[config.mk]
export PLATFORM = sky130hd
export DESIGN_NAME = bica_div
export DESIGN_NICKNAME = d
export VERILOG_FILES = /design/src/bica_pkg.sv /design/src/bica_div.sv
export SDC_FILE = /design/constraint.sdc
export NUM_CORES = 1
export LEC_CHECK = 0
export BUFFER_PORTS_ARGS = -buffer_cell sky130_fd_sc_hd__buf_4
export CAP_MARGIN = 40
export CORE_MARGIN = 2
export CORE_UTILIZATION = 40
export DETAILED_ROUTE_END_ITERATION = 10
export PLACE_DENSITY = 0.74
export SETUP_SLACK_MARGIN = 0.05
export SYNTH_ARGS = -nofsm -noshare
export SYNTH_HDL_FRONTEND = slang
export SYNTH_SLANG_ARGS = --single-unit
[constraint.sdc]
create_clock -name i_clk -period 2.6 [get_ports i_clk]
set_clock_uncertainty 0.05 [all_clocks]
set_input_delay 0.26 -clock i_clk [delete_from_list [all_inputs] [get_ports i_clk]]
set_output_delay 0.26 -clock i_clk [all_outputs]
set_load 0.1 [all_outputs]
[src/bica_pkg.sv]
// Package for the chunk allocator: sizes, codes and the sequencer state type.
// No dependencies; used by bica_div, the top level and the checker.
`default_nettype none
package bica_pkg;
    localparam int MAX_CHUNKS = 1024;
    localparam int CIW   = $clog2(MAX_CHUNKS);      // chunk index width
    localparam int CNT_W = $clog2(MAX_CHUNKS + 1);  // chunk count width
    localparam int CB_W  = 13;
    localparam int ID_W  = 8;
    localparam logic [ID_W-1:0] MAP_ID   = 8'd5;
    localparam logic [CB_W-1:0] CB_MAX   = 13'd4096;

    localparam logic [1:0] K_FORMAT = 2'd0;
    localparam logic [1:0] K_ALLOC  = 2'd1;
    localparam logic [1:0] K_FREE   = 2'd2;

    localparam logic [1:0] ST_OK     = 2'd0;
    localparam logic [1:0] ST_NOROOM = 2'd1;
    localparam logic [1:0] ST_RANGE  = 2'd2;

    localparam logic [1:0] CFG_BASE  = 2'd0;
    localparam logic [1:0] CFG_DATA  = 2'd1;
    localparam logic [1:0] CFG_CHUNK = 2'd2;

    typedef enum logic [4:0] {
        S_IDLE, S_FDIV1, S_FDIV2, S_FSWEEP,
        S_ADIV, S_CHK, S_EVAL, S_RDL, S_RDR, S_PICK, S_AWR,
        S_XDIV, S_XRD, S_XID, S_XWR, S_XCMP, S_FIN
    } t_state;
endpackage
`default_nettype wire

[src/bica_div.sv]
// Restoring divider, one quotient bit per cycle.
// Depends on bica_pkg for the divisor width.
`default_nettype none
module bica_div (
    input  wire logic                     i_clk,
    input  wire logic                     i_rst_n,
    input  wire logic                     i_start,
    input  wire logic [31:0]              i_dividend,
    input  wire logic [bica_pkg::CB_W-1:0] i_divisor,
    output logic                          o_done,
    output logic      [31:0]              o_quot,
    output logic      [bica_pkg::CB_W-1:0] o_rem
);
    import bica_pkg::*;

    logic [5:0]      r_cnt;
    logic [CB_W-1:0] r_d;
    logic [CB_W:0]   w_sh;
    logic            w_ge;

    assign w_sh = {o_rem, o_quot[31]};
    assign w_ge = w_sh >= {1'b0, r_d};

    always_ff @(posedge i_clk) begin
        if (!i_rst_n) begin
            r_cnt  <= '0;
            o_done <= 1'b0;
        end else begin
            o_done <= (r_cnt == 6'd1);
            if (i_start) begin
                r_cnt <= 6'd32;
            end else if (r_cnt != '0) begin
                r_cnt <= r_cnt - 6'd1;
            end
        end
    end

    always_ff @(posedge i_clk) begin
        if (i_start) begin
            o_quot <= i_dividend;
            o_rem  <= '0;
            r_d    <= i_divisor;
        end else if (r_cnt != '0) begin
            o_quot <= {o_quot[30:0], w_ge};
            o_rem  <= w_ge ? CB_W'(w_sh - {1'b0, r_d}) : w_sh[CB_W-1:0];
        end
    end
endmodule
`default_nettype wire

==> metrics.md <==
| Metric | Value |
|---|---|
| Status | `finished clean` |
| Fmax | `425 MHz` |
| Worst slack, placed | `192 ps` |
| CTS tree | `done` |
| FF+latch area | `1760 um2` |
| Area growth syn-to-layout | `32.4%` |
| Synth Area in Adders | `0.0612` |
| Max Buffers Root-to-Sink | `2` |
| Ports | `94` |
| RSZ-0062 raised after global routing | `no` |
| Hold_buf cts | `0` |
| Initial antenna violation count | `0` |
| CP required | `2780 ps` |
| DR vias/cell | `5.13` |
| Synth Area in Compound Gates | `0.125` |
| Main combinational cell family by area after synthesis | `simple AND/OR/NAND/NOR gates` |
| Post-synthesis simple-gate area fraction | `0.125` |
| Chip width | `96.1 um` |
| Clock Sinks | `65` |
| MaxCap Viol Count | `0` |
| WP data arrival | `2530 ps` |
| Total track usage | `0.172` |
| Worst skew pair latency | `340 ps` |
| EDFF count, synth | `45` |
| Final Instance Count excl. Fillers | `502` |
| FP Rows | `33` |
| DRT met1 WL | `3480 um` |
| Synthesized area per cell | `11.8 um2` |
| Root buffer cell | `clkbuf_8` |
| Mapped Area | `3390 um2` |
| Minimum clock period after layout | `2350 ps` |
| H-tree levels | `3` |
| Post-DP HPWL | `5820 um` |
| Placed insts | `485` |
| Post-route core utilization | `0.547` |
| Syn_nets | `352` |
| Full die area | `9240 um2` |
| Max Slew Vio Count | `0` |
| Crit. End Element | `flop` |
| Ys Warns | `0` |
| WS Path Type | `reg -> reg` |
| Worst rel slew slack | `0.671` |
| Most frequent cells in the layout | `104 x buf_4, 45 x edfxtp_1, 21 x nor2_1` |
| Met2 WL | `3860 um` |
| Post-synthesis sequential area ratio | `0.516` |
| Ys flop type | `edfxtp_1` |
| Critical path fanouts, max | `13` |
| Remaining DRCs | `0` |
| Hold Path Class | `in -> reg` |
| Hold Crit Start | `i_divisor[2]` |
| Fin crit share | `0.904` |
| Multi-input logic area | `1540 um2` |
| Startpoint types | `flop` |
| Met3 wire length | `304 um` |
| Routed wire per std cell | `15.5 um` |
| Worst-Margin Slew | `488 ps` |
| Placed Area | `4270 um2` |
| Die H | `96.1 um` |
| DRT iter0 DRCs | `128` |
| Number of port buffers | `93` |
| Worst Setup Slack, final | `249 ps` |
| Async set or reset register ratio after synthesis | `0` |
| Grt ovf | `0` |
| Cells after Synth | `288` |
| Number of hold violations in the final report | `0` |
| Nets | `456` |
| Number of fill cells in the layout | `717` |
| Vias | `2575` |
| Reg2reg path depth | `10` |
| Final setup fails | `0` |
| Post-Route WL | `7790 um` |
| Routability Congestion | `0.862` |
| Synth cell types | `52` |
| Ant diodes | `0` |
| Fraction of layout cells with a size suffix above 1 | `0.385` |
| Largest net degree at the start of global routing | `33` |
| Core area | `8220 um2` |
| Clock transition at path regs | `80 ps` |
| Most common cell after layout, fill and taps aside | `buf_4` |
| Worst R2R Start | `o_quot[31]` |
| Worst setup startpoint | `o_quot[31]` |
| Mux cell area share after synthesis | `0.106` |
| Worst hold stages | `1` |
| Initial Utilization | `0.413` |
| Router iterations before antenna repair | `4` |
| First-pass GRT wire length | `12000 um` |
| Post-Synth XOR/XNOR Area | `0.0310` |
| Vias in the first global route | `2489` |
| Detail Route Antenna Nets | `0` |
| Design area | `4500 um2` |
| CTS buffer count | `9` |
| Yosys reg bits | `65` |
| Top Metal Used | `met4` |
==> through the flow <==
stage | TNS, ps | hold WS [ps]
2_1_floorplan | -1600 | 309
3_3_place_gp | 0 | 388
3_5_place_dp | 0 | 389
4_1_cts | 0 | 24.0
5_1_grt | 0 | 26.8
6_report | 0 | 40.9
==> cell usage after synthesis (6+ instances only) <==
master    number  area (um2)
nor3_1         7        35.0
nor2_1        21        78.8
nand2_1       17        63.8
nand3_1        6        30.0
inv_1         19        71.3
edfxtp_1      45        1350
mux2_1        19         214
o211ai_1       7        52.6
dfxtp_1       20         400
a21oi_1        8        40.0
xnor2_1        7        61.3
ha_1          15         188
mux2_2        13         146
==> critical path, cell delays in order (launching register included) <==
cell and delay, ps:
edfxtp_1 390, inv_1 100, ha_1 170, inv_1 50
fa_2 350, nand3_2 100, nand2_2 80, a211oi_4 310
a31o_4 300, a2111oi_1 100, a211o_1 230
==> what timing repair did <==
action,in CTS,in global routing
hold endpoints to repair,0,0
setup buffers,0,1
setup endpoints to repair,0,1
gates resized for setup,0,0
==> per-layer routing <==
layer  track usage  vias up
li1              -     1279
met1         0.229     1224
met2         0.266       61
met3        0.0298       11
met4        0.0905        0
met5             0        -
==> flip-flops by register name, summed over array words and instances (netlist names) <==
register	count
o_done	1
o_rem	13
r_d	13
o_quot	32
r_cnt	6
==> cell families after synthesis <==
group / count (synthesis)
adder cells (fa/ha/maj): 16
multiplexers: 32
AND/OR/NAND/NOR: 79
flip-flops: 65
AO/OA/AOI/OAI: 54
XOR/XNOR: 12
buffers and inverters: 30
==> worst paths after layout <==
check	endpoint	slack, ps
hold reg to reg	o_rem[2]	460
hold / removal	r_d[2]	40
setup reg to reg	o_rem[0]	250
setup / recovery	o_rem[0]	250
==> final cells by class <==
class                      count  area share
tap                          105      0.0292
timing repair buffer         104       0.174
clock buffer                   9      0.0276
sequential                    65       0.391
multi-input combinational    193       0.341
inverter                      19      0.0159
clock inverter                 7      0.0212
Power is not shown: default switching activity piles up to over one toggle a cycle in this logic, so the estimate is an artifact.
